$ cat config.mk
export PLATFORM = sky130hd
export DESIGN_NAME = dpq_cell
export DESIGN_NICKNAME = d
export VERILOG_FILES = /design/src/hw/rtl/dpq_pkg.sv /design/src/hw/rtl/dpq_cell.sv
export VERILOG_INCLUDE_DIRS = /design/src /design/src/hw/rtl
export SDC_FILE = /design/constraint.sdc
export NUM_CORES = 1
export LEC_CHECK = 0
export BUFFER_PORTS_ARGS = -buffer_cell sky130_fd_sc_hd__buf_2
export CAP_MARGIN = 30
export CORE_MARGIN = 10
export CORE_UTILIZATION = 43
export CTS_CLUSTER_SIZE = 8
export DETAILED_ROUTE_END_ITERATION = 7
export MAX_ROUTING_LAYER = met4
export PLACE_DENSITY = 0.8
export SKIP_LAST_GASP = 1
export SLEW_MARGIN = 30
export SYNTH_ARGS = -nofsm -noshare
export SYNTH_HDL_FRONTEND = slang
export SYNTH_SLANG_ARGS = --single-unit
$ cat constraint.sdc
create_clock -name clk -period 6 [get_ports clk]
set_input_delay 1.5 -clock clk [delete_from_list [all_inputs] [get_ports clk]]
set_output_delay 1.5 -clock clk [all_outputs]
set_load 0.01 [all_outputs]
$ cat src/hw/rtl/double_ended_priority_queue_macros.svh
// assertion macros for the double-ended priority queue
`ifndef DOUBLE_ENDED_PRIORITY_QUEUE_MACROS_SVH
`define DOUBLE_ENDED_PRIORITY_QUEUE_MACROS_SVH

`ifndef NO_ASSERTIONS
`define DPQ_ASSERT_IMP(lbl, pre, post, msg) \
  lbl: assert property (@(posedge clk) disable iff (!rst_n) (pre) |-> (post)) else $error(msg);
`define DPQ_ASSERT_NXT(lbl, pre, post, msg) \
  lbl: assert property (@(posedge clk) disable iff (!rst_n) (pre) |=> (post)) else $error(msg);
`else
`define DPQ_ASSERT_IMP(lbl, pre, post, msg)
`define DPQ_ASSERT_NXT(lbl, pre, post, msg)
`endif

`endif

$ cat src/hw/rtl/dpq_pkg.sv
`timescale 1ns / 1ps

package dpq_pkg;

  localparam int CAPACITY = 256;
  localparam int CNT_W    = $clog2(CAPACITY + 1);
  localparam int VAL_W    = 32;
  localparam int OCC_W    = 9;

  typedef enum logic [1:0] {
    OP_INSERT     = 2'd0,
    OP_REMOVE_MIN = 2'd1,
    OP_REMOVE_MAX = 2'd2,
    OP_CLEAR      = 2'd3
  } dpq_op_t;

  // command broadcast to every cell
  typedef struct packed {
    logic                    ins;
    logic                    rmin;
    logic                    rmax;
    logic                    clr;
    logic signed [VAL_W-1:0] value;
  } dpq_cmd_t;

  // what a cell shows its neighbours
  typedef struct packed {
    logic                    valid;
    logic                    a_gt;
    logic                    d_lt;
    logic signed [VAL_W-1:0] a;
    logic signed [VAL_W-1:0] d;
  } dpq_link_t;

  localparam dpq_link_t LINK_LO = '{
    valid: 1'b1,
    a_gt:  1'b0,
    d_lt:  1'b0,
    a:     {1'b1, {(VAL_W-1){1'b0}}},
    d:     {1'b0, {(VAL_W-1){1'b1}}}
  };

  localparam dpq_link_t LINK_HI = '{
    valid: 1'b0,
    a_gt:  1'b0,
    d_lt:  1'b0,
    a:     '0,
    d:     '0
  };

endpackage

$ cat src/hw/rtl/dpq_cell.sv
`timescale 1ns / 1ps
`include "double_ended_priority_queue_macros.svh"

module dpq_cell (
  input  logic               clk,
  input  logic               rst_n,
  input  dpq_pkg::dpq_cmd_t  cmd,
  input  dpq_pkg::dpq_link_t left,
  input  dpq_pkg::dpq_link_t right,
  output dpq_pkg::dpq_link_t link_o
);
  import dpq_pkg::*;

  // a: ascending row, d: descending row
  logic                    valid_r, valid_nxt;
  logic signed [VAL_W-1:0] a_r, a_nxt;
  logic signed [VAL_W-1:0] d_r, d_nxt;
  logic                    a_gt, d_lt;

  assign a_gt = valid_r && (a_r > cmd.value);
  assign d_lt = valid_r && (d_r < cmd.value);

  always_comb begin
    valid_nxt = valid_r;
    a_nxt     = a_r;
    d_nxt     = d_r;
    if (cmd.clr) begin
      valid_nxt = 1'b0;
    end else if (cmd.ins) begin
      valid_nxt = left.valid;
      if (left.a_gt) begin
        a_nxt = left.a;
      end else if (a_gt || !valid_r) begin
        a_nxt = cmd.value;
      end
      if (left.d_lt) begin
        d_nxt = left.d;
      end else if (d_lt || !valid_r) begin
        d_nxt = cmd.value;
      end
    end else if (cmd.rmin) begin
      valid_nxt = right.valid;
      a_nxt     = right.a;
    end else if (cmd.rmax) begin
      valid_nxt = right.valid;
      d_nxt     = right.d;
    end
  end

  always_ff @(posedge clk) begin
    if (!rst_n) begin
      valid_r <= 1'b0;
    end else begin
      valid_r <= valid_nxt;
    end
  end

  always_ff @(posedge clk) begin
    a_r <= a_nxt;
    d_r <= d_nxt;
  end

  assign link_o = '{valid: valid_r, a_gt: a_gt, d_lt: d_lt, a: a_r, d: d_r};

  `DPQ_ASSERT_IMP(a_fill_contiguous, valid_r, left.valid, "occupied cell after an empty one")
  `DPQ_ASSERT_IMP(a_asc_order, valid_r, left.a <= a_r, "ascending row out of order")
  `DPQ_ASSERT_IMP(a_desc_order, valid_r, left.d >= d_r, "descending row out of order")

endmodule

==> results of run 1 <==
-- synthesized netlist by cell type, types with 4 or more instances --
cell,number,area share
a21oi_1,93,0.096
a21o_1,5,0.0077
clkbuf_1,18,0.014
o21ai_0,11,0.011
nand4_1,12,0.015
inv_1,37,0.029
mux2i_1,65,0.13
nand3_1,4,0.0041
edfxtp_1,64,0.39
buf_2,4,0.0041
nor4_1,5,0.0064
ha_1,63,0.16
nand2_1,15,0.012
nor2_1,68,0.052
-- cells by family after synthesis --
| logic type | share of synthesized area |
|---|---|
| adder cells (fa/ha/maj) | 0.162 |
| multiplexers | 0.134 |
| buffers and inverters | 0.0519 |
| AO/OA/AOI/OAI | 0.139 |
| flip-flops | 0.399 |
| AND/OR/NAND/NOR | 0.115 |
-- flip-flops by register name (all words and copies together) (netlist names) --
name / cells
a_r: 32
d_r: 32
valid_r: 1
-- routing by layer --
layer,vias up,wire (um),global-route usage,share of wire
met3,18,1080,0.0516,0.065
met4,0,295,0.0690,0.018
met1,2136,6690,0.224,0.41
met5,-,0,-,0
met2,206,8430,0.352,0.51
li1,2302,-,-,-
-- power breakdown --
part           leakage (nW)  switching (mW)  internal, mW  total (mW)
Clock                 0.128           0.184         0.274       0.458
Sequential            0.612          0.0197         0.542       0.562
Combinational          2.45           0.182         0.148       0.330
Total                  3.19           0.386         0.964        1.35
-- layout make-up --
class,count,area (um2)
clock inverters,5,22.5
flip-flops and latches,65,1940
fillers,961,4550
clock buffers,11,233
repair buffers,242,1230
inverters,37,139
multi-input cells,370,2690
well taps,140,175
-- metrics by stage --
stage	area, um2	util	power [mW]
global placement	6180	0.562	0.890
floorplan	4870	-	0.752
finish	6430	0.586	1.35
detailed placement	6180	0.563	0.902
global route	6430	0.586	1.42
CTS	6430	0.586	1.36
-- final timing paths --
check / end / slack [ns] / depth (start not counted)
max: link_o[64] / 0.86 / 10
min: valid_r / 0.73 / 4
max reg2reg: a_r[4] / 3.04 / 8
min reg2reg: valid_r / 0.73 / 4
-- critical path, cell delays in order --
cell,delay [ns]
buf_2,0.11
inv_1,0.06
ha_1,0.33
a21oi_1,0.17
o21ai_0,0.15
a221o_1,0.32
or3_4,0.36
and3b_1,0.24
mux2i_1,0.22
buf_2,0.18
==> impl_results.md, run 1 <==
* Result of the run: finished clean
* Finished Layout Cells at 870
* Routability Congestion at 0.900
* DP Worst Slack at ~0.84 ns
* Resize count post-CTS at 0
* Worst max-slew margin expressed relative to the limit at 0.479
* Post-synthesis instance total at about 500
* Total instance count after detailed placement at roughly 850
* Clk pin slew, worst setup/hold paths at roughly 0.05 ns
* Setup-failing EPs final at 0
* Clock root cell: clkbuf_16
* Placement Rows at 38
* Number of buffers inserted to repair setup after CTS at 0
* Post-detailed-route DRC marker count at 0
* Maximum clock frequency at 194 MHz
* Post-synthesis register bit count at 65
* Routed vias/inst at ~5.4
* Net Count, Synth at roughly 730
* Prevailing post-synth register cell: edfxtp_1
* Longest Clk Path Bufs at 2
* Core Footprint at between 0.01 and 0.015 mm2
* Die ar. at 0.0160 mm2
* Effective utilization at floorplan at 0.443
* Number of DRC markers after the initial detailed-route iteration at approximately 240
* Die Height at between 100 and 150 um
* IO buf count at between 200 and 250
* Crit start category: input port
* Setup Total Neg Slack at 0 ns
* Number of search-and-repair iterations in the first detailed-routing pass at 6
* Arrival time worst endpoint at 3.64 ns
* CTS HTree Levels at 3
* Total global routing overflow at 0
* Most used cells in the layout excluding fill and tap cells: 234 x buf_2, 93 x a21oi_1, 68 x nor2_1
* Worst-case clock skew at 0.00855 ns
* Final #Nets at 960
* Post-route clock period utilization at 0.857
* Sequential element share of the synthesized area at 0.399
* Crit path setup slack, layout at roughly 0.86 ns
* Area Growth Syn to Fin at 32.2%
* Yosys warning total at 0
* Pin count of the biggest net entering global routing at 70
* Overall via count from detail_route at ~4,700
* GRT Resource Usage Total at 0.204
* Total power divided by cell area at about 210 mW/mm2
* Count of endpoints failing hold in the final timing report at 0
* Max IR drop VDD at about 0.15 mV
* Worst Tran Pin Value at about 0.76 ns
* Antenna diodes at 0
* I/O pins at 239
* Inserted Clock Buffers at 9
* Fraction of layout instances using a drive strength above 1 at 0.355
* Latest clock arrival within the worst-skew pair at around 0.34 ns
* Final Hold Slack at around 0.73 ns
* Syn_area_per_cell at 9.77 um2
* Count of pins over their slew limit at 0
* Die Span X at around 130 um
* Cts-stage hold buffer count at 0
* Global-route wire length before repair at about 25,000 um
* Crit. End Element: output port
* Worst Path Required at ~4.5 ns
* Number of distinct library cell variants in the gate-level netlist after synthesis at 36
* Most common library cell in the layout ignoring fill and taps: buf_2
* CP startpoint: cmd[19]
* Reg-to-reg startpoint: a_r[9]
* CP Class: in -> out
* Final WL at around 16,000 um
* Hold crit path type: reg -> reg
* Period minus WS final at around 5.1 ns
* Number of flops mapped to enable cells by yosys at 64
* Share of async-settable or async-resettable flops after synthesis at 0
* TritonCTS clock tree: built
* Leak Pwr at about 3.2 nW
* Worst hold path startpoint: valid_r
* WL per Instance at 19.0 um
* HPWL after DPL at around 13,000 um
* Final ANT Viol Nets at 0
* Unrepaired setup endpoints after global routing: false
* TritonCTS sink count at 65
* Number of global-route vias before repair at 4,945
* Initial antenna violation count at 0
* Max-capacitance violation count at 0
* Worst-path fanout max at 3
* Post-Synthesis Cell Area at around 0.005 mm2
Note: power is estimated with default switching activity, not from simulation.
==> run 2: changes to the inputs <==
--- a/config.mk
+++ b/config.mk
@@ -9,7 +9,7 @@
 export BUFFER_PORTS_ARGS = -buffer_cell sky130_fd_sc_hd__buf_2
 export CAP_MARGIN = 30
 export CORE_MARGIN = 10
-export CORE_UTILIZATION = 43
+export CORE_UTILIZATION = 45
 export CTS_CLUSTER_SIZE = 8
 export DETAILED_ROUTE_END_ITERATION = 7
 export MAX_ROUTING_LAYER = met4
==> constraint.sdc (replaced) <==
create_clock -name clk -period 5.3 [get_ports clk]
set_input_delay 1.325 -clock clk [delete_from_list [all_inputs] [get_ports clk]]
set_output_delay 1.325 -clock clk [all_outputs]
set_load 0.01 [all_outputs]
==> run 2 against run 1 <==
Against the previous run:
- sequential share of layout area up 0.053 points
- register-to-register slack worse by 0.97 ns
- via count grew 0.51%
- power is 13% higher
- critical path type unchanged
- highest routed layer unchanged
==> impl_results.md, run 2 (synthesized netlist as in run 1, its figures left out) <==
* Hold crit path type: reg -> reg
* Clock root cell: clkbuf_8
* Crit. End Element: output port
* Latest clock arrival within the worst-skew pair at 0.35 ns (about the same)
* Longest Clk Path Bufs at 2 (unchanged)
* Worst Path Required at 3.97 ns (-0.53 ns)
* Total power divided by cell area at 237 mW/mm2 (+13%)
* Effective utilization at floorplan at 0.467 (+0.0241)
* HPWL after DPL at 13,400 um (+0.21%)
* Fraction of layout instances using a drive strength above 1 at 0.359 (+0.00411)
* Final std cell area, no fill at 0.00642 mm2 (-0.17%)
* CP Class: in -> out
* Final WL at 16,300 um (-1.2%)
* Clk pin slew, worst setup/hold paths at 0.07 ns (+0.02 ns)
* Total global routing overflow at 0 (unchanged)
* GRT Resource Usage Total at 0.206 (+0.00184)
* Routability Congestion at 0.853 (-5.3%)
* Die Span X at 124 um (-1.9%)
* Number of global-route vias before repair at 5,051 (+2.1%)
* Worst-path fanout max at 3 (unchanged)
* Die Height at 124 um (-1.9%)
* Most used cells in the layout excluding fill and tap cells: 235 x buf_2, 93 x a21oi_1, 68 x nor2_1
* Count of pins over their slew limit at 0 (unchanged)
* Inserted Clock Buffers at 9 (unchanged)
* Overall via count from detail_route at 4,686 (+0.51%)
* Result of the run: finished clean
* Fill cells at 900 (-6.3%)
* Most common library cell in the layout ignoring fill and taps: buf_2
* Antenna diodes at 0 (unchanged)
* Leak Pwr at 3.18 nW (-0.24%)
* Die ar. at 0.0154 mm2 (-3.7%)
* Arrival time worst endpoint at 3.36 ns (-0.28 ns)
* Register area at 0.00194 mm2 (unchanged)
* Unrepaired setup endpoints after global routing: false
* Crit start category: input port
* Worst Tran Pin Value at 0.811 ns (+0.0492 ns)
* Final #Nets at 960 (unchanged)
* Final ANT Viol Nets at 0 (unchanged)
* Number of DRC markers after the initial detailed-route iteration at 300 (+26%)
* TritonCTS sink count at 65 (unchanged)
* WL per Instance at 18.8 um (-0.73%)
* Global-route wire length before repair at 24,200 um (-5.1%)
* Resize count post-CTS at 0 (unchanged)
* Maximum clock frequency at 213 MHz
* Worst-case clock skew at 0.0132 ns (+0.00464 ns)
* Area Growth Syn to Fin at 32.0%
* Initial antenna violation count at 0 (unchanged)
* Pin count of the biggest net entering global routing at 75 (+7.1%)
* Max IR drop VDD at 0.139 mV (-4.4%)
* Finished Layout Cells at 866 (-0.46%)
* Combined area of the multi-input logic cells at 0.00270 mm2 (+0.23%)
* Cts-stage hold buffer count at 0 (unchanged)
* CTS HTree Levels at 3 (unchanged)
* IO buf count at 236 (unchanged)
* Placement Rows at 37 (-2.6%)
* Total instance count after detailed placement at 850 (-0.47%)
* I/O pins at 239 (unchanged)
* Setup-failing EPs final at 0 (unchanged)
* Setup Total Neg Slack at 0 ns (unchanged)
* TritonCTS clock tree: built
* Post-place instance area at 0.00619 mm2 (+0.18%)
* Core Footprint at 0.0104 mm2 (-5.2%)
* Post-route clock period utilization at 0.884
* Post-detailed-route DRC marker count at 0 (unchanged)
* Max-capacitance violation count at 0 (unchanged)
* Worst max-slew margin expressed relative to the limit at 0.446 (-0.0337)
* Count of endpoints failing hold in the final timing report at 0 (unchanged)
* Biggest regs: a_r x32, d_r x32, valid_r x1
* Routed vias/inst at 5.41 (+0.98%)
* Period minus WS final at 4.69 ns
* Number of buffers inserted to repair setup after CTS at 0 (unchanged)
* Number of search-and-repair iterations in the first detailed-routing pass at 4 (-2)
==> run 2: worst max-delay path: stages <==
cell,delay (ns)
buf_2,0.12
inv_1,0.07
ha_1,0.33
a21oi_1,0.14
o21ai_0,0.14
a221o_1,0.32
or3_4,0.34
and3b_1,0.23
mux2i_1,0.17
buf_2,0.16
==> run 2: path summary, 6_finish.rpt <==
path,start,end,slack [ns],depth (start not counted)
worst max-delay path,cmd[19],link_o[64],0.61,10
worst min-delay path,valid_r,valid_r,0.74,4
worst max register to register,d_r[31],d_r[3],2.07,8
worst min register to register,valid_r,valid_r,0.74,4
==> run 2: metrics by stage <==
step                setup slack, ns  hold slack [ns]  utilization  power [mW]
finish                        0.613            0.741        0.617        1.52
global route                  0.454            0.821        0.617        1.59
CTS                           0.597            0.747        0.617        1.53
detailed placement            0.610            0.734        0.594        1.02
global placement              0.605            0.710        0.594        1.01
floorplan                     0.574            0.634            -       0.851
==> run 2: per-layer routing <==
layer / wire length, um / track usage / part of all wire
met1: 6490 / 0.229 / 0.40
met2: 8280 / 0.352 / 0.51
met3: 1170 / 0.0412 / 0.072
met4: 355 / 0.0885 / 0.022
met5: 0 / - / 0
==> run 2: layout make-up <==
type                    count  share of cell area
inverters                  37              0.0216
clock inverters             7              0.0169
multi-input cells         370               0.420
repair buffers            242               0.193
flip-flops and latches     65               0.302
well taps                 136              0.0265
clock buffers               9              0.0193
==> run 2: power breakdown <==
group / internal [mW] / switching (mW)
Clock: 0.308 / 0.199
Sequential: 0.612 / 0.0202
Combinational: 0.170 / 0.210
Total: 1.09 / 0.429
